<file path="config.mk">
export PLATFORM = sky130hd
export DESIGN_NAME = crc8_frame_builder
export DESIGN_NICKNAME = d
export VERILOG_FILES = /design/src/sv/crc8fb_pkg.sv /design/src/sv/crc8fb_queue.sv /design/src/sv/crc8fb_serializer.sv /design/src/sv/crc8_frame_builder.sv
export SDC_FILE = /design/constraint.sdc
export NUM_CORES = 1
export LEC_CHECK = 0
export BUFFER_PORTS_ARGS = -buffer_cell sky130_fd_sc_hd__buf_2
export CAP_MARGIN = 15
export CORE_MARGIN = 5
export CORE_UTILIZATION = 30
export CTS_CLUSTER_SIZE = 8
export DETAILED_ROUTE_END_ITERATION = 10
export PLACE_DENSITY = 0.44
export SYNTH_ARGS = -nofsm -noshare
export SYNTH_HDL_FRONTEND = slang
export SYNTH_SLANG_ARGS = --single-unit
</file>
<file path="constraint.sdc">
create_clock -name i_clk -period 14.9 [get_ports i_clk]
set_input_delay 2.235 -clock i_clk [delete_from_list [all_inputs] [get_ports i_clk]]
set_output_delay 2.235 -clock i_clk [all_outputs]
set_load 0.02 [all_outputs]
</file>
<file path="src/sv/crc8fb_pkg.sv">
// Package for the CRC-8 frame builder: item and configuration types,
// frame byte positions, register indexes and the CRC-8 byte update.
// No dependencies.
`default_nettype none

package crc8fb_pkg;

    // Frame geometry.
    localparam int unsigned FRAME_LEN = 12;
    localparam int unsigned POS_W     = 4;

    typedef logic [POS_W-1:0] t_pos;

    // Byte positions inside one frame, in transmission order.
    localparam t_pos POS_START0 = 4'd0;
    localparam t_pos POS_START1 = 4'd1;
    localparam t_pos POS_DEVICE = 4'd2;
    localparam t_pos POS_CMD    = 4'd3;
    localparam t_pos POS_WORD0  = 4'd4;
    localparam t_pos POS_WORD1  = 4'd5;
    localparam t_pos POS_WORD2  = 4'd6;
    localparam t_pos POS_WORD3  = 4'd7;
    localparam t_pos POS_BYTE   = 4'd8;
    localparam t_pos POS_CRC    = 4'd9;
    localparam t_pos POS_STOP0  = 4'd10;
    localparam t_pos POS_STOP1  = 4'd11;

    // Configuration register indexes.
    localparam int unsigned CFG_IDX_W = 3;
    typedef logic [CFG_IDX_W-1:0] t_cfg_idx;

    localparam t_cfg_idx REG_START_FIRST  = 3'd0;
    localparam t_cfg_idx REG_START_SECOND = 3'd1;
    localparam t_cfg_idx REG_STOP_FIRST   = 3'd2;
    localparam t_cfg_idx REG_STOP_SECOND  = 3'd3;
    localparam t_cfg_idx REG_DEVICE_IDENT = 3'd4;
    localparam t_cfg_idx REG_CRC_POLY     = 3'd5;
    localparam t_cfg_idx REG_CRC_INIT     = 3'd6;

    localparam logic [7:0] CRC_POLY_RESET = 8'h07;
    localparam logic [7:0] CRC_MSB_MASK   = 8'h80;

    // One input word as it sits in the queue.
    typedef struct packed {
        logic [7:0]        command_id;
        logic [31:0]       payload_word;
        logic signed [7:0] payload_byte;
    } t_item;

    // Configuration seen by the frame serializer.
    typedef struct packed {
        logic [7:0] start_first;
        logic [7:0] start_second;
        logic [7:0] stop_first;
        logic [7:0] stop_second;
        logic [7:0] device_ident;
        logic [7:0] crc_poly;
        logic [7:0] crc_init;
    } t_cfg;

    // MSB-first CRC-8 update over one byte.
    function automatic logic [7:0] crc8_step(input logic [7:0] crc,
                                             input logic [7:0] data,
                                             input logic [7:0] poly);
        logic [7:0] acc;
        acc = crc ^ data;
        for (int b = 0; b < 8; b++) begin
            if ((acc & CRC_MSB_MASK) != 8'h00) begin
                acc = {acc[6:0], 1'b0} ^ poly;
            end else begin
                acc = {acc[6:0], 1'b0};
            end
        end
        return acc;
    endfunction

endpackage

`default_nettype wire

</file>
<file path="src/sv/crc8fb_queue.sv">
// Front part of the CRC-8 frame builder: accepts input words into a
// short queue. Depends on crc8fb_pkg.
`default_nettype none

module crc8fb_queue
    import crc8fb_pkg::*;
#(
    parameter int unsigned DEPTH = 2
) (
    input  wire logic  i_clk,
    input  wire logic  i_rst_n,
    input  wire logic  i_valid,
    output logic       o_ready,
    input  wire t_item i_item,
    output logic       o_head_valid,
    output t_item      o_head,
    input  wire logic  i_pop
);

    localparam int unsigned PW = (DEPTH > 1) ? $clog2(DEPTH) : 1;
    localparam int unsigned CW = $clog2(DEPTH + 1);
    localparam logic [PW-1:0] LAST_PTR = PW'(DEPTH - 1);
    localparam logic [CW-1:0] FULL_CNT = CW'(DEPTH);

    t_item         r_mem [DEPTH];
    logic [PW-1:0] r_wr_ptr, n_wr_ptr;
    logic [PW-1:0] r_rd_ptr, n_rd_ptr;
    logic [CW-1:0] r_count, n_count;
    logic          push;
    logic          pop;

    assign o_ready      = (r_count != FULL_CNT);
    assign o_head_valid = (r_count != '0);
    assign o_head       = r_mem[r_rd_ptr];
    assign push         = i_valid && o_ready;
    assign pop          = i_pop && o_head_valid;

    // Pointer and fill count update.
    always_comb begin
        n_wr_ptr = r_wr_ptr;
        n_rd_ptr = r_rd_ptr;
        n_count  = r_count;
        if (push) begin
            n_wr_ptr = (r_wr_ptr == LAST_PTR) ? '0 : r_wr_ptr + 1'b1;
        end
        if (pop) begin
            n_rd_ptr = (r_rd_ptr == LAST_PTR) ? '0 : r_rd_ptr + 1'b1;
        end
        if (push && !pop) begin
            n_count = r_count + 1'b1;
        end else if (pop && !push) begin
            n_count = r_count - 1'b1;
        end
    end

    always_ff @(posedge i_clk) begin
        if (!i_rst_n) begin
            r_wr_ptr <= '0;
            r_rd_ptr <= '0;
            r_count  <= '0;
        end else begin
            r_wr_ptr <= n_wr_ptr;
            r_rd_ptr <= n_rd_ptr;
            r_count  <= n_count;
        end
    end

    // Storage for queued words.
    always_ff @(posedge i_clk) begin
        if (push) begin
            r_mem[r_wr_ptr] <= i_item;
        end
    end

endmodule

`default_nettype wire

</file>
<file path="src/sv/crc8fb_serializer.sv">
// Back part of the CRC-8 frame builder: turns the queue head into twelve
// frame bytes with a running CRC-8. Depends on crc8fb_pkg.
`default_nettype none

module crc8fb_serializer
    import crc8fb_pkg::*;
(
    input  wire logic  i_clk,
    input  wire logic  i_rst_n,
    input  wire t_cfg  i_cfg,
    input  wire logic  i_head_valid,
    input  wire t_item i_head,
    output logic       o_pop,
    output logic       o_valid,
    input  wire logic  i_ready,
    output logic [7:0] o_frame_byte,
    output logic       o_last_of_frame
);

    logic [POS_W-1:0] r_pos, n_pos;
    logic [7:0]       r_crc, n_crc;
    logic             r_valid;
    logic [7:0]       r_byte;
    logic             r_last;
    logic             load;
    logic [7:0]       cur_byte;
    logic [7:0]       crc_base;

    // Output register takes a new word when empty or being drained.
    assign load  = i_head_valid && (!r_valid || i_ready);
    assign o_pop = load && (r_pos == POS_STOP1);

    // Select the byte for the current frame position.
    always_comb begin
        unique case (r_pos)
            POS_START0: cur_byte = i_cfg.start_first;
            POS_START1: cur_byte = i_cfg.start_second;
            POS_DEVICE: cur_byte = i_cfg.device_ident;
            POS_CMD:    cur_byte = i_head.command_id;
            POS_WORD0:  cur_byte = i_head.payload_word[7:0];
            POS_WORD1:  cur_byte = i_head.payload_word[15:8];
            POS_WORD2:  cur_byte = i_head.payload_word[23:16];
            POS_WORD3:  cur_byte = i_head.payload_word[31:24];
            POS_BYTE:   cur_byte = i_head.payload_byte;
            POS_CRC:    cur_byte = r_crc;
            POS_STOP0:  cur_byte = i_cfg.stop_first;
            POS_STOP1:  cur_byte = i_cfg.stop_second;
            default:    cur_byte = 8'h00;
        endcase
    end

    // Running CRC over the first nine bytes; restart at the first byte.
    assign crc_base = (r_pos == POS_START0) ? i_cfg.crc_init : r_crc;

    always_comb begin
        n_crc = r_crc;
        n_pos = r_pos;
        if (load) begin
            if (r_pos < POS_CRC) begin
                n_crc = crc8_step(crc_base, cur_byte, i_cfg.crc_poly);
            end
            n_pos = (r_pos == POS_STOP1) ? POS_START0 : r_pos + 1'b1;
        end
    end

    always_ff @(posedge i_clk) begin
        if (!i_rst_n) begin
            r_pos   <= POS_START0;
            r_valid <= 1'b0;
        end else begin
            r_pos <= n_pos;
            if (load) begin
                r_valid <= 1'b1;
            end else if (i_ready) begin
                r_valid <= 1'b0;
            end
        end
    end

    // Payload registers: CRC accumulator and output word.
    always_ff @(posedge i_clk) begin
        r_crc <= n_crc;
        if (load) begin
            r_byte <= cur_byte;
            r_last <= (r_pos == POS_STOP1);
        end
    end

    assign o_valid         = r_valid;
    assign o_frame_byte    = r_byte;
    assign o_last_of_frame = r_last;

endmodule

`default_nettype wire

</file>
<file path="src/sv/crc8_frame_builder.sv">
// CRC-8 frame builder: each input word becomes a 12-byte frame, one byte per output word.
// The first frame byte passes through the input queue and then the serializer output register.
// Throughput: one frame byte per cycle while i_out_ready is high, set by the
// byte-wide serializer output register; frames follow without gaps if words are queued.
// Reset: synchronous, active low; empties the queue and serializer, resets the config.
// Depends on crc8fb_pkg, crc8fb_queue and crc8fb_serializer.
`default_nettype none

module crc8_frame_builder
    import crc8fb_pkg::*;
#(
    parameter int unsigned QUEUE_DEPTH = 2
) (
    input  wire logic                 i_clk,
    input  wire logic                 i_rst_n,
    // Configuration write port.
    input  wire logic                 i_cfg_we,
    input  wire logic [CFG_IDX_W-1:0] i_cfg_index,
    input  wire logic [7:0]           i_cfg_data,
    // Input channel.
    input  wire logic                 i_in_valid,
    output logic                      o_in_ready,
    input  wire logic [7:0]           i_command_id,
    input  wire logic [31:0]          i_payload_word,
    input  wire logic signed [7:0]    i_payload_byte,
    // Output channel.
    output logic                      o_out_valid,
    input  wire logic                 i_out_ready,
    output logic [7:0]                o_frame_byte,
    output logic                      o_last_of_frame
);

    t_cfg  r_cfg;
    t_item in_item;
    t_item head;
    logic  head_valid;
    logic  pop;

    // Configuration registers; an unknown index is ignored.
    always_ff @(posedge i_clk) begin
        if (!i_rst_n) begin
            r_cfg <= '{crc_poly: CRC_POLY_RESET, default: 8'h00};
        end else if (i_cfg_we) begin
            unique case (i_cfg_index)
                REG_START_FIRST:  r_cfg.start_first  <= i_cfg_data;
                REG_START_SECOND: r_cfg.start_second <= i_cfg_data;
                REG_STOP_FIRST:   r_cfg.stop_first   <= i_cfg_data;
                REG_STOP_SECOND:  r_cfg.stop_second  <= i_cfg_data;
                REG_DEVICE_IDENT: r_cfg.device_ident <= i_cfg_data;
                REG_CRC_POLY:     r_cfg.crc_poly     <= i_cfg_data;
                REG_CRC_INIT:     r_cfg.crc_init     <= i_cfg_data;
                default:          r_cfg              <= r_cfg;
            endcase
        end
    end

    assign in_item.command_id   = i_command_id;
    assign in_item.payload_word = i_payload_word;
    assign in_item.payload_byte = i_payload_byte;

    // Front: input queue.
    crc8fb_queue #(
        .DEPTH (QUEUE_DEPTH)
    ) u_queue (
        .i_clk        (i_clk),
        .i_rst_n      (i_rst_n),
        .i_valid      (i_in_valid),
        .o_ready      (o_in_ready),
        .i_item       (in_item),
        .o_head_valid (head_valid),
        .o_head       (head),
        .i_pop        (pop)
    );

    // Back: frame serializer with CRC.
    crc8fb_serializer u_serializer (
        .i_clk           (i_clk),
        .i_rst_n         (i_rst_n),
        .i_cfg           (r_cfg),
        .i_head_valid    (head_valid),
        .i_head          (head),
        .o_pop           (pop),
        .o_valid         (o_out_valid),
        .i_ready         (i_out_ready),
        .o_frame_byte    (o_frame_byte),
        .o_last_of_frame (o_last_of_frame)
    );

endmodule

`default_nettype wire
</file>
; ---- Word-level counts from Yosys, hierarchy flattened
; Memory sizes are Yosys's and may differ from the RTL's. A register that Yosys moved wholly into a read port is not among the register bits.
; Cells that the tools add are included.
[word_totals]
ff_bits = 82
latch_bits = 0
ram_bits = 96
rom_bits = 0
input_bits = 64
out_inout_bits = 11
wordCells = 108
n_memories = 1
[op_classes]
add_sub_neg = 5
multipliers = 0
n_div = 0
order_cmp = 1
eq_ne = 18
shifts = 0
n_mux = 35
bitwise = 9
n_reduce_logical = 23
[mem_list]
columns = name, words, width, rd, rd_clocked_by_memory_dff, write_ports, line_no
row1 = u_queue.r_mem, 2, 48, 1, 1, 1, crc8fb_queue.sv:25  ; t_item r_mem [DEPTH];
[ops]
columns = op, n
row1 = 2-to-1 mux 8 bit, 23
row2 = one-hot mux 8 bit (12 select lines), 1
row3 = XOR 8 bit, 9
row4 = == test 4 x 3 -> 1 bit (second input constant), 4
row5 = == test 4 bit (second input constant), 4
row6 = AND reduction 2 bit, 8
row7 = == test 3 bit (second input constant), 3
row8 = == test 4 x 2 -> 1 bit (second input constant), 2
row9 = 2-to-1 mux 1 bit, 8
row10 = == test 3 x 2 -> 1 bit (second input constant), 2
row11 = logical AND 1 bit, 6
row12 = nonzero test 2 bit, 3
row13 = adder 4 x 1 -> 4 bit (second input constant), 1
row14 = == test 4 x 1 -> 1 bit (second input constant), 1
row15 = logical NOT 4 bit, 1
row16 = less-than comparator 4 bit (second input constant), 1
row17 = 2-to-1 mux 2 bit, 2
row18 = 2-to-1 mux 4 bit, 1
row19 = == test 3 x 1 -> 1 bit (second input constant), 1
row20 = logical NOT 1 bit, 3
row21 = logical NOT 3 bit, 1
row22 = adder 1 bit (second input constant), 2
row23 = adder 2 x 1 -> 2 bit (second input constant), 1
row24 = inequality test 2 bit (second input constant), 1
row25 = 2 further kinds, 2

; ---- Logic depth before layout (Yosys ltp)
; Gate-level depths: netlist of the first run.
[depth]
depth_word = 33
ltp_mapped = 21
ltp_nobuf = 17

; ---- Modules after synthesis
; From an unflattened synthesis of the first run, not the netlist that was laid out.
[hier_totals]
cells_unflattened = 838
area_unflattened_um2 = 9541.7
[by_module_without_submodules]
columns = module, n_inst, cells_each, area_each_um2, seq_area_each_um2
row1 = crc8fb_serializer, 1, 464, 3746.1, 610.6
row2 = crc8fb_queue, 1, 173, 3706.1, 2982.9
row3 = crc8_frame_builder, 1, 201, 2089.5, 1121.1

; ---- Least setup slack after synthesis of the first run
; OpenSTA, ideal clock, no wires.
[synth_path]
path_type = input port to flip-flop
startpoint = input i_in_valid
endpoint = memory u_queue.r_mem[0][0] in the netlist's numbering (enable)
setup_time_ns = 0.455
arrival_ns = 4.355
t_required_ns = 14.445
slack_ns = 10.090
stages = 2
n_path_buf = 0
path_cell_list = nand2_1 nor2_1
[synth_via]
elab_chain_len = 3
[synth_lines]
columns = element, line_no
row1 = from (decl), crc8_frame_builder.sv:21  ; input wire logic i_in_valid,
row2 = logical AND 1 bit, crc8fb_queue.sv:35  ; assign push = i_valid && o_ready;
row3 = 2-to-1 mux 1 bit, crc8fb_queue.sv:70  ; if (push) begin
row4 = 2-to-1 mux 1 bit (not written as such), crc8fb_queue.sv:71  ; r_mem[r_wr_ptr] <= i_item;
row5 = to (decl), crc8fb_queue.sv:25
; No other way between the ends.

; ---- Worst setup path after layout of the first run
[layout_path]
startpoint = register u_serializer.r_pos[0]
endpoint = register u_serializer.r_crc[2] (data pin)
[layout_via]
elab_chain_len = 32
word_cells_on_any_way = 45
classes_between = 11 x eq/ne / 24 x mux / 9 x bitwise / 1 x reduce/logical
[layout_lines]
columns = element, line_no
row1 = from (decl), crc8fb_serializer.sv:20  ; logic [POS_W-1:0] r_pos, n_pos;
row2 = from (signal assigned), crc8fb_serializer.sv:71  ; r_pos <= n_pos;
row3 = == test 4 bit (tied with other cells), crc8fb_serializer.sv:35  ; unique case (r_pos)
row4 = one-hot mux 8 bit (12 select lines) or 2-to-1 mux 8 bit (tied branches), "crc8fb_serializer.sv:35, crc8fb_serializer.sv:53"
row5 = XOR 8 bit (*), crc8fb_pkg.sv:66  ; acc = crc ^ data;
row6 = XOR 8 bit, crc8fb_pkg.sv:69  ; acc = {acc[6:0], 1'b0} ^ poly;
row7 = 2-to-1 mux 8 bit (*), crc8fb_pkg.sv:68  ; if ((acc & CRC_MSB_MASK) != 8'h00) begin
row8 = 2-to-1 mux 8 bit (*), crc8fb_serializer.sv:59  ; if (r_pos < POS_CRC) begin
row9 = 2-to-1 mux 8 bit (*), crc8fb_serializer.sv:58  ; if (load) begin
row10 = XOR 8 bit, crc8fb_pkg.sv:69
row11 = (+16 left out), -
row12 = 2-to-1 mux 8 bit (*), crc8fb_serializer.sv:59
row13 = 2-to-1 mux 8 bit (*), crc8fb_serializer.sv:58
row14 = XOR 8 bit or 2-to-1 mux 8 bit (tied branches), "crc8fb_pkg.sv:69, crc8fb_serializer.sv:58"
row15 = 2-to-1 mux 8 bit (*), crc8fb_pkg.sv:68
row16 = 2-to-1 mux 8 bit (*), crc8fb_serializer.sv:59
row17 = 2-to-1 mux 8 bit (*), crc8fb_serializer.sv:58
row18 = XOR 8 bit or 2-to-1 mux 8 bit (tied branches), "crc8fb_pkg.sv:69, crc8fb_serializer.sv:58"
row19 = 2-to-1 mux 8 bit (*), crc8fb_pkg.sv:68
row20 = to (signal assigned), crc8fb_serializer.sv:82  ; r_crc <= n_crc;
row21 = to (decl), crc8fb_serializer.sv:21  ; logic [7:0] r_crc, n_crc;
; Every way passes the cells marked *; elsewhere a longest branch is shown, timed or not. The select of a mux whose other input is x is not followed.
; A chain may end at the register's enable or synchronous reset.

==> results of run 1 <==
-- Yosys cell counts, types with 5 or more instances --
master / number / share of area (%)
mux2i_1: 46 / 5.0
a222oi_1: 11 / 1.2
o211ai_1: 8 / 0.65
nor2_1: 34 / 1.4
nor3_1: 6 / 0.32
nand3b_1: 6 / 0.48
a21oi_1: 29 / 1.6
dfxtp_1: 66 / 14
nand3_1: 16 / 0.86
xnor2_1: 30 / 2.8
o21ai_0: 25 / 1.3
o22ai_1: 16 / 1.1
a311oi_1: 8 / 0.75
and3_1: 5 / 0.34
nand2_1: 167 / 6.7
nor4_1: 5 / 0.34
xor2_1: 11 / 1.0
xnor3_1: 5 / 1.2
a21boi_0: 49 / 4.0
nor2b_1: 14 / 0.94
edfxtp_1: 113 / 37
a22oi_1: 12 / 0.97
mux2_1: 5 / 0.61
buf_2: 11 / 0.59
a211oi_1: 11 / 0.89
nand2b_1: 6 / 0.40
clkbuf_1: 28 / 1.1
buf_1: 5 / 0.20
o211a_1: 8 / 0.86
ha_1: 6 / 0.81
and2_1: 12 / 0.81
a311oi_2: 5 / 0.81
inv_1: 19 / 0.77
-- cells in the final DEF, fill, tap and decap left out, types with 17 or more instances in the layout --
cell       instances
a21boi_0          49
a21oi_1           29
buf_2             74
clkbuf_16         17
dfxtp_1           65
edfxtp_1         113
inv_1             19
mux2i_1           46
nand2_1          167
nor2_1            33
o21ai_0           25
xnor2_1           30
-- cell families after synthesis --
family / share of synthesized area (%)
simple gates: 14.4
compound gates: 18.8
flops: 50.8
buf+inv: 3.52
mux: 6.41
xor+xnor: 5.25
fa+ha+maj: 0.808
-- state kept, by name, indices dropped and copies added (netlist names), named ones only --
register                      count
u_queue.r_count                   2
u_queue.r_wr_ptr                  1
u_serializer.r_crc                8
u_serializer.r_pos                4
r_cfg                            56
u_queue.r_rd_ptr                  1
u_serializer.o_frame_byte         8
u_serializer.o_last_of_frame      1
u_serializer.o_valid              1
u_queue.r_mem                    96
-- where the power goes --
part	internal (mW)	switching, mW	leakage, nW
Clock	0.228	0.224	0.293
Sequential	0.585	0.0297	1.60
Combinational	0.157	0.243	1.77
-- critical path, delay by kind of cell (launching register included) --
kind,cells,cell delay (ps)
compound gates,5,1170
xor+xnor,1,190
fa+ha+maj,1,770
buf+inv,1,140
flops,1,360
mux,2,830
simple gates,6,2610
-- area by class of cell --
type,instances,share of cell area [%]
clock inverter,15,1.66
multi-input combinational,633,40.1
inverter,21,0.743
clock buffer,17,4.01
timing repair buffer,87,4.41
tap,396,4.67
sequential,179,44.4
-- layer usage --
metal,global-route usage (%),up-vias
met3,2.83,26
met2,24.3,214
li1,-,3391
met1,23.3,3404
met4,3.56,4
met5,0,-
-- per-stage QoR --
stage / total power [mW] / cells / util (%) / worst slack, ps / hold slack [ps]
after floorplan: 0.919 / 885 / - / 10090 / 443
after CTS: 1.48 / 1348 / 34.7 / 8660 / 469
final: 1.47 / 1348 / 34.7 / 8570 / 467
after global routing: 1.54 / 1348 / 34.7 / 8030 / 492
after detailed placement: 1.03 / 1316 / 32.7 / 8650 / 458
after global placement: 1.03 / 1316 / 32.7 / 8800 / 451
-- worst max path at each step --
stage / slack [ps] / endpoint / start / cells after the start
after floorplan: 10090 / u_queue.r_mem[0][0] / i_in_valid / 2
after global placement: 8800 / u_serializer.r_crc[2] / u_serializer.r_pos[0] / 17
after detailed placement: 8650 / u_serializer.r_crc[2] / u_serializer.r_pos[0] / 16
after CTS: 8660 / u_serializer.r_crc[2] / u_serializer.r_pos[0] / 16
after global routing: 8030 / u_serializer.r_crc[6] / u_serializer.r_pos[0] / 17
final: 8570 / u_serializer.r_crc[2] / u_serializer.r_pos[0] / 16
==> run metrics, run 1 <==
achievable clock frequency=0.158 GHz; r2r setup slk=approximately 8600 ps; RSZ-0062 raised after global routing=no; vias post-DR=7039; Hold Crit Class=reg -> reg; status=complete, no violations; worst skew pair latency=430 ps; CP Launch Type=flop; TNS Setup=0 ps; wire per inst=20.0 um; yosys warns=0; LEAKAGE=3.66 nW; grt ovf=0; synth unique cells=82; number of flops mapped to enable cells by yosys=roughly 110; Root Buffer=clkbuf_16; WP data arrival=6510 ps; Reg-to-Reg Start=u_serializer.r_pos[0]; post-DP HPWL=19200 um; core footprint=0.0306 mm2; Yosys reg bits=between 150 and 200; Met2 Routed Length=around 12000 um; Critical R2R Capture=u_serializer.r_crc[2]; skew final=about 13 ps; Max Cap Viol=0; post-CTS sizing=0; Die X=186 um; Slew @ Worst Pin=982 ps; Slew Viols, Final=0; wire length on met3=1420 um; multi-input logic area=0.00426 mm2; Max IR drop VDD=between 70 and 80 uV; share of cells above drive strength 1=15.9%; largest net degree at the start of global routing=67; Slowest-stage cell, CP=ha_1; Final Cell Area=between 0.01 and 0.015 mm2; Register-to-Register Path Depth=16; DP Area=roughly 0.010 mm2; DR iter-0 viols=526; worst hold path startpoint=r_cfg[33]; register area share after synthesis=between 50% and 60%; Post-Route M1 WL=approximately 13000 um; Setup Viol. Count Final=0; CP Cell Sequence=inv_1 > ha_1 > and2_1 > mux2i_1 > a21oi_1 > nor2_4 > a21boi_1 > nor4_1 > nor4_1 > nor3_2 > mux2_1 > o32ai_1 > o221a_2 > and2_1 > a311oi_2 > xor2_1; final hold violation count=0; post-synthesis net count=between 900 and 1000; Die Height=186 um; DR vias/cell=5.22; nets=1009; vias in the first global route=~6800; hold path cells=2; Critical Path Fanout Max=21; Worst Path Required=between 15000 and 20000 ps; max incr delay on CP=770 ps; Total Die Area=0.0346 mm2; CTS sink count=179; hold_buf cts=0; CTS tree=built; drt first pass iters=8; pwr/cell area=138 mW/mm2; H-tree depth=4; period utilisation layout=42.5%; worst-case clock buffer depth=2; DRC viols=0; CTS clock-pin slew for the worst setup and hold paths=70 ps; first-pass GRT wire length=42000 um; Crit Path Class=reg -> reg; drt total wl=about 27000 um; syn avg cell area=~10 um2; number of CTS-inserted buffers=17; ant diodes=0; Worst setup EP type=flop; Fillers=approximately 3100; Final Wtd Congestion=~0.83; initial core utilization=approximately 30%; asr flop ratio synth=0%; initial antenna violation count=2; register area=0.00472 mm2; Site Rows=64; Post-CTS Setup Repair Bufs=0; GRT Resource Usage Total=15.8%; IO Count=75; I/O Buffers=between 70 and 80; main flop type after synthesis=edfxtp_1; post-synthesis cell area=0.00929 mm2; highest routed layer=met5; Worst Hold Path EP=r_cfg[33]; min cycle time layout=6330 ps; Slew HR=roughly a third; area delta synth->final=14.3%; cell count after synthesis=between 800 and 900; Detail Route Antenna Nets=0
(Power assumes the default switching activity.)
==> run 2: changes to the inputs <==
--- a/config.mk
+++ b/config.mk
@@ -11,7 +11,7 @@
 export CORE_UTILIZATION = 30
 export CTS_CLUSTER_SIZE = 8
 export DETAILED_ROUTE_END_ITERATION = 10
-export PLACE_DENSITY = 0.44
+export PLACE_DENSITY = 0.45
 export SYNTH_ARGS = -nofsm -noshare
 export SYNTH_HDL_FRONTEND = slang
 export SYNTH_SLANG_ARGS = --single-unit
==> constraint.sdc (replaced) <==
create_clock -name i_clk -period 5.5 [get_ports i_clk]
set_input_delay 0.825 -clock i_clk [delete_from_list [all_inputs] [get_ports i_clk]]
set_output_delay 0.825 -clock i_clk [all_outputs]
set_load 0.02 [all_outputs]
==> run 2 against run 1 <==
Total power rose to 2.8 times the previous value; global-route usage rose by 0.11 points; combinational power rose to 3.0 times the previous value; non-clock buffer count rose by 42; routed wire length rose by 0.72%; highest routed layer unchanged; largest cell class unchanged.
==> run metrics, run 2 (synthesis results as in run 1) <==
period utilisation layout=93.5%; Top reg by flops=u_queue.r_mem; Critical Path Start=u_serializer.r_pos[0]; DRC viols=0; skew final=14.4 ps; Total Die Area=0.0346 mm2; worst-case clock buffer depth=2; Setup Viol. Count Final=0; most common cell after layout, fill and taps aside=nand2_1; drt first pass iters=5; Register-to-Register Path Depth=16; hold_buf cts=0; drt total wl=27200 um; initial core utilization=30.4%; CTS tree=built; Die Height=186 um; wire per inst=19.6 um; Regs by FF count=u_queue.r_mem x96, r_cfg x56; CTS sink count=approximately 180; Critical R2R Capture=u_serializer.r_crc[5]; vias post-DR=7076; Sequential Power Share=40.6%; area delta synth->final=18.3%; Slew Viols, Final=0; Max IR drop VDD=approximately 200 uV; Crit Path Class=reg -> reg; worst skew pair latency=440 ps; WP data arrival=5320 ps; GRT Resource Usage Total=15.9%; Placed Cells=approximately 1400; number of CTS-inserted buffers=17; H-tree depth=4; Post-CTS Setup Repair Bufs=0; I/O Buffers=74; Worst setup EP type=flop; RSZ-0062 raised after global routing=no; Reg-to-Reg Start=u_serializer.r_pos[0]; ant diodes=0; Slew HR=about 24%; CP Launch Type=flop; pwr/cell area=372 mW/mm2; DR iter-0 viols=566; Die X=186 um; Switch Pwr=1.37 mW; Slowest-stage cell, CP=or4b_1; grt ovf=0; share of power burned in combinational logic=slightly below 30%; Finished Layout Cells=1390; share of cells above drive strength 1=20.2%; min cycle time layout=5140 ps; commonest non-fill, non-tap cells in the layout=nand2_1 (167), edfxtp_1 (113), buf_2 (74); first-pass GRT wire length=about 42000 um; switching fraction of total power=about 34%; CP Cell Sequence=inv_1 > ha_2 > nand3b_1 > buf_4 > o22ai_1 > or4b_1 > xor2_2 > or4_4 > nand3_1 > nand3_1 > xnor3_1 > xnor3_1 > and2_1 > o211a_1 > a311oi_2 > xnor2_1; CTS clock-pin slew for the worst setup and hold paths=80 ps; number of flip-flops under the largest register name=96; LEAKAGE=3.87 nW; max incr delay on CP=670 ps; achievable clock frequency=0.194 GHz; Detail Route Antenna Nets=0; Root Buffer=clkbuf_16; Critical Path Stages=16; nets=between 1000 and 1500; Final Wtd Congestion=roughly 0.83; largest net degree at the start of global routing=67; r2r setup slk=360 ps; Max Cap Viol=0; clock network power share=30.3%; Site Rows=64; DR vias/cell=5.09; Worst Path Required=between 5000 and 6000 ps; core footprint=0.0306 mm2; post-DP HPWL=~20000 um; TNS Setup=0 ps; CP bufs+invs=2; cell family with most CP delay=simple AND/OR/NAND/NOR gates; P_int=2.72 mW; Worst setup endpoint=u_serializer.r_crc[5]; status=complete, no violations; final hold violation count=0; vias in the first global route=around 7000; IO Count=75; Critical Path Fanout Max=8; Hold Crit Class=reg -> reg; Slew @ Worst Pin=1140 ps; initial antenna violation count=1
## run 2: repair_timing
item	CTS	global route
setup endpoints to repair	0	7
endpoints found under the hold margin	0	0
gates resized for setup	0	11
## run 2: metrics by stage
step | instance area, um2 | hold slack, ps | total power, mW | utilization, % | setup WS, ps
3_3_place_gp | 10300 | 454 | 2.88 | 33.8 | 98.4
2_1_floorplan | 9290 | 443 | 2.49 | - | 762
5_1_grt | 11000 | 497 | 4.30 | 35.9 | 16.0
4_1_cts | 10900 | 471 | 4.12 | 35.8 | 12.3
3_5_place_dp | 10300 | 462 | 2.88 | 33.8 | 25.1
6_report | 11000 | 468 | 4.09 | 35.9 | 357
## run 2: how the worst min path moves through the flow
stage / startpoint / to / slack [ps] / cells after the start
after floorplan: r_cfg[37] / r_cfg[37] / 440 / 2
after global placement: r_cfg[34] / r_cfg[34] / 450 / 2
after detailed placement: r_cfg[4] / r_cfg[4] / 460 / 2
after CTS: r_cfg[4] / r_cfg[4] / 470 / 2
after global routing: r_cfg[35] / r_cfg[35] / 500 / 2
final: r_cfg[4] / r_cfg[4] / 470 / 2
## run 2: power groups by stage
stage	clock network [mW]	registers, mW	logic [mW]
2_1_floorplan	0	1.67	0.822
3_3_place_gp	0	1.70	1.18
3_5_place_dp	0	1.69	1.19
4_1_cts	1.27	1.66	1.19
5_1_grt	1.32	1.68	1.30
6_report	1.24	1.66	1.19
## run 2: routing by layer
metal | track usage (%) | vias to the layer above | wire length [um]
met4 | 3.21 | 2 | 312
met3 | 3.19 | 20 | 1370
li1 | - | 3462 | -
met2 | 24.5 | 169 | 12300
met5 | 0 | - | 7
met1 | 23.4 | 3423 | 13200
## run 2: cell type report
cell class / count / area, um2
fillers: 3081 / 19600
flip-flops and latches: 179 / 4720
multi-input cells: 633 / 4300
repair buffers: 129 / 800
well taps: 396 / 495
clock buffers: 17 / 425
clock inverters: 15 / 176
inverters: 21 / 78.8
## run 2: worst reg2reg max path, cell delays in order, from the launching register on
cell	delay (ps)
dfxtp_1	440
inv_1	140
ha_2	270
nand3b_1	160
buf_4	160
o22ai_1	80
or4b_1	670
xor2_2	280
or4_4	620
nand3_1	210
nand3_1	130
xnor3_1	400
xnor3_1	400
and2_1	250
o211a_1	240
a311oi_2	310
xnor2_1	130
==> run 3: changes to the inputs <==
--- a/config.mk
+++ b/config.mk
@@ -5,6 +5,7 @@
 export SDC_FILE = /design/constraint.sdc
 export NUM_CORES = 1
 export LEC_CHECK = 0
+export ABC_AREA = 1
 export BUFFER_PORTS_ARGS = -buffer_cell sky130_fd_sc_hd__buf_2
 export CAP_MARGIN = 15
 export CORE_MARGIN = 5
@@ -15,3 +16,4 @@
 export SYNTH_ARGS = -nofsm -noshare
 export SYNTH_HDL_FRONTEND = slang
 export SYNTH_SLANG_ARGS = --single-unit
+export TNS_END_PERCENT = 100
==> run 3 against run 2 <==
Clock power about the same; count of clock-buffer cells in the layout stayed put; utilization is 0.51 points lower; global-route usage shrank 0.87 points; first-iteration DRC count grew 0.18%; register-to-register slack improved by 450 ps; fmax is 9.6% higher; critical endpoint is now u_serializer.r_crc[7].
==> run metrics, run 3 <==
Regs by FF count=u_queue.r_mem x96, r_cfg x56; min cycle time layout=4690 ps; post-synth top area share=38.4%; Global Route met1 Usage=21.7%; max incr delay on CP=540 ps; first-pass GRT wire length=38500 um; grt ovf=0; Critical Path Fanout Max=12; ant diodes=0; worst-case clock buffer depth=2; Post-CTS Setup Repair Bufs=0; Die Height=182 um; register area share after synthesis=53.4%; number of flip-flops under the largest register name=96; WP data arrival=between 4000 and 5000 ps; Max IR drop VDD=about 130 uV; Fillers=2987; skew final=20.1 ps; wire per inst=between 15 and 20 um; Worst setup EP type=flop; drt total wl=25000 um; core footprint=0.0289 mm2; DRC viols=0; CTS clock-pin slew for the worst setup and hold paths=70 ps; Detail Route Antenna Nets=0; post-DP HPWL=17800 um; CP Launch Type=flop; area delta synth->final=15.7%; most common cell after layout, fill and taps aside=nand2_1; largest net degree at the start of global routing=between 60 and 70; I/O Buffers=between 70 and 80; DR iter-0 viols=567; vias in the first global route=6590; final hold violation count=0; number of flops mapped to enable cells by yosys=113; Crit Path Class=reg -> reg; CTS tree=built; Die X=182 um; period utilisation layout=85.3%; largest cells by area after synthesis=edfxtp_1 (38%), nand2_1 (16%), dfxtp_1 (15%), nor2_1 (6.9%), o21ai_0 (4.0%); Top reg by flops=u_queue.r_mem; Final Wtd Congestion=0.815; Critical Path Start=u_serializer.r_pos[0]; IO Count=75; met3 usage=2.86%; achievable clock frequency=0.213 GHz; number of CTS-inserted buffers=17; gr busiest metal=met2; met2 Usage GRT=about a quarter; vias post-DR=7045; Slew @ Worst Pin=1010 ps; DR vias/cell=4.55; hold_buf cts=0; pwr/cell area=403 mW/mm2; status=complete, no violations; cell count after synthesis=approximately 1100; leading area contributor after synthesis=edfxtp_1; post-synthesis cell area=0.00884 mm2; post-CTS sizing=0; Slew Viols, Final=0; Tot Pwr=slightly above 4 mW; synth unique cells=31; main flop type after synthesis=edfxtp_1; Placed Cells=1518; Reg-to-Reg Start=u_serializer.r_pos[0]; Total Die Area=0.0330 mm2; post-synthesis net count=1152; Hold Crit Class=reg -> reg; Yosys reg bits=179; asr flop ratio synth=0%; Root Buffer=clkbuf_16; commonest non-fill, non-tap cells in the layout=nand2_1 (374), nor2_1 (160), edfxtp_1 (113); yosys warns=0; share of cells above drive strength 1=approximately 15%; post-route setup slack=807 ps; pre-CTS WS=roughly 820 ps; Slew HR=32.8%; initial core utilization=30.6%; H-tree depth=4; Slowest-stage cell, CP=nor2_1; LEAKAGE=~4.5 nW; Finished Layout Cells=1550; syn avg cell area=8.17 um2; top post-synthesis cells by count=nand2_1 (374), nor2_1 (162), edfxtp_1 (113); worst hold path startpoint=u_queue.r_rd_ptr; GRT Resource Usage Total=15.1%; Max Cap Viol=0; RSZ-0062 raised after global routing=no; CTS sink count=179; TNS Setup=0 ps; Setup Viol. Count Final=0; count leader, synth=nand2_1; Worst Path Required=5690 ps; Site Rows=62; drt first pass iters=5; initial antenna violation count=1; worst skew pair latency=~440 ps; nets=1223
[run 3: changes by cell type in the layout (fill, tap and decap cells not counted), sizes merged, moves of 13 or more]
cell	delta
a311oi	-13
nor2b	-14
a21boi	-50
nor2	+139
inv	+61
o22ai	-16
o21ai	+46
buf	-49
mux2i	-46
xnor2	-20
nand2	+229
nand3	+51
[run 3: metrics by stage]
step                      area (um2)  hold slack (ps)  util (%)
after floorplan                 8840              459         -
after global placement          9620              475      33.3
after detailed placement        9620              482      33.3
after CTS                      10200              502      35.4
after global routing           10200              535      35.4
final                          10200              505      35.4
[run 3: path summary, 6_finish.rpt]
| kind | end | slack (ps) | cells past startpoint |
|---|---|---|---|
| setup / recovery | u_serializer.r_crc[7] | 810 | 31 |
| hold / removal | u_queue.r_rd_ptr | 500 | 1 |
| setup reg to reg | u_serializer.r_crc[7] | 810 | 31 |
| hold reg to reg | u_queue.r_rd_ptr | 500 | 1 |
[run 3: routing by layer]
metal	vias up	routed length (um)
li1	3623	-
met2	142	11400
met3	19	1040
met4	2	259
met1	3259	12300
met5	-	11
[run 3: cells by family (layout without fill, tap and decap cells)]
logic type               count (synthesis)  after routing  synth area share, %
buffers and inverters                  110            194                 4.94
adder cells (fa/ha/maj)                  6              6                0.850
AO/OA/AOI/OAI                           99             99                 5.82
flip-flops                             179            179                 53.4
XOR/XNOR                                32             32                 3.38
AND/OR/NAND/NOR                        656            656                 31.6
[run 3: area by class of cell]
| cell class | count | area [um2] | area share, % |
|---|---|---|---|
| tap | 384 | 480 | 4.70 |
| inverter | 82 | 308 | 3.01 |
| clock inverter | 15 | 174 | 1.70 |
| multi-input combinational | 793 | 3700 | 36.2 |
| timing repair buffer | 80 | 415 | 4.06 |
| sequential | 179 | 4710 | 46.1 |
| clock buffer | 17 | 425 | 4.16 |
[run 3: critical path: cells and delay by family, from the launching register on]
kind / cells / cell delay, ps
and+or+nand+nor: 26 / 3190
buffers and inverters: 4 / 460
adders and majority gates: 1 / 420
DFF: 1 / 350
[run 3: where the power goes]
| group | switching, mW | total, mW | internal, mW |
|---|---|---|---|
| combinational | 0.811 | 1.23 | 0.422 |
| clock | 0.608 | 1.22 | 0.616 |
| sequential | 0.0775 | 1.66 | 1.58 |
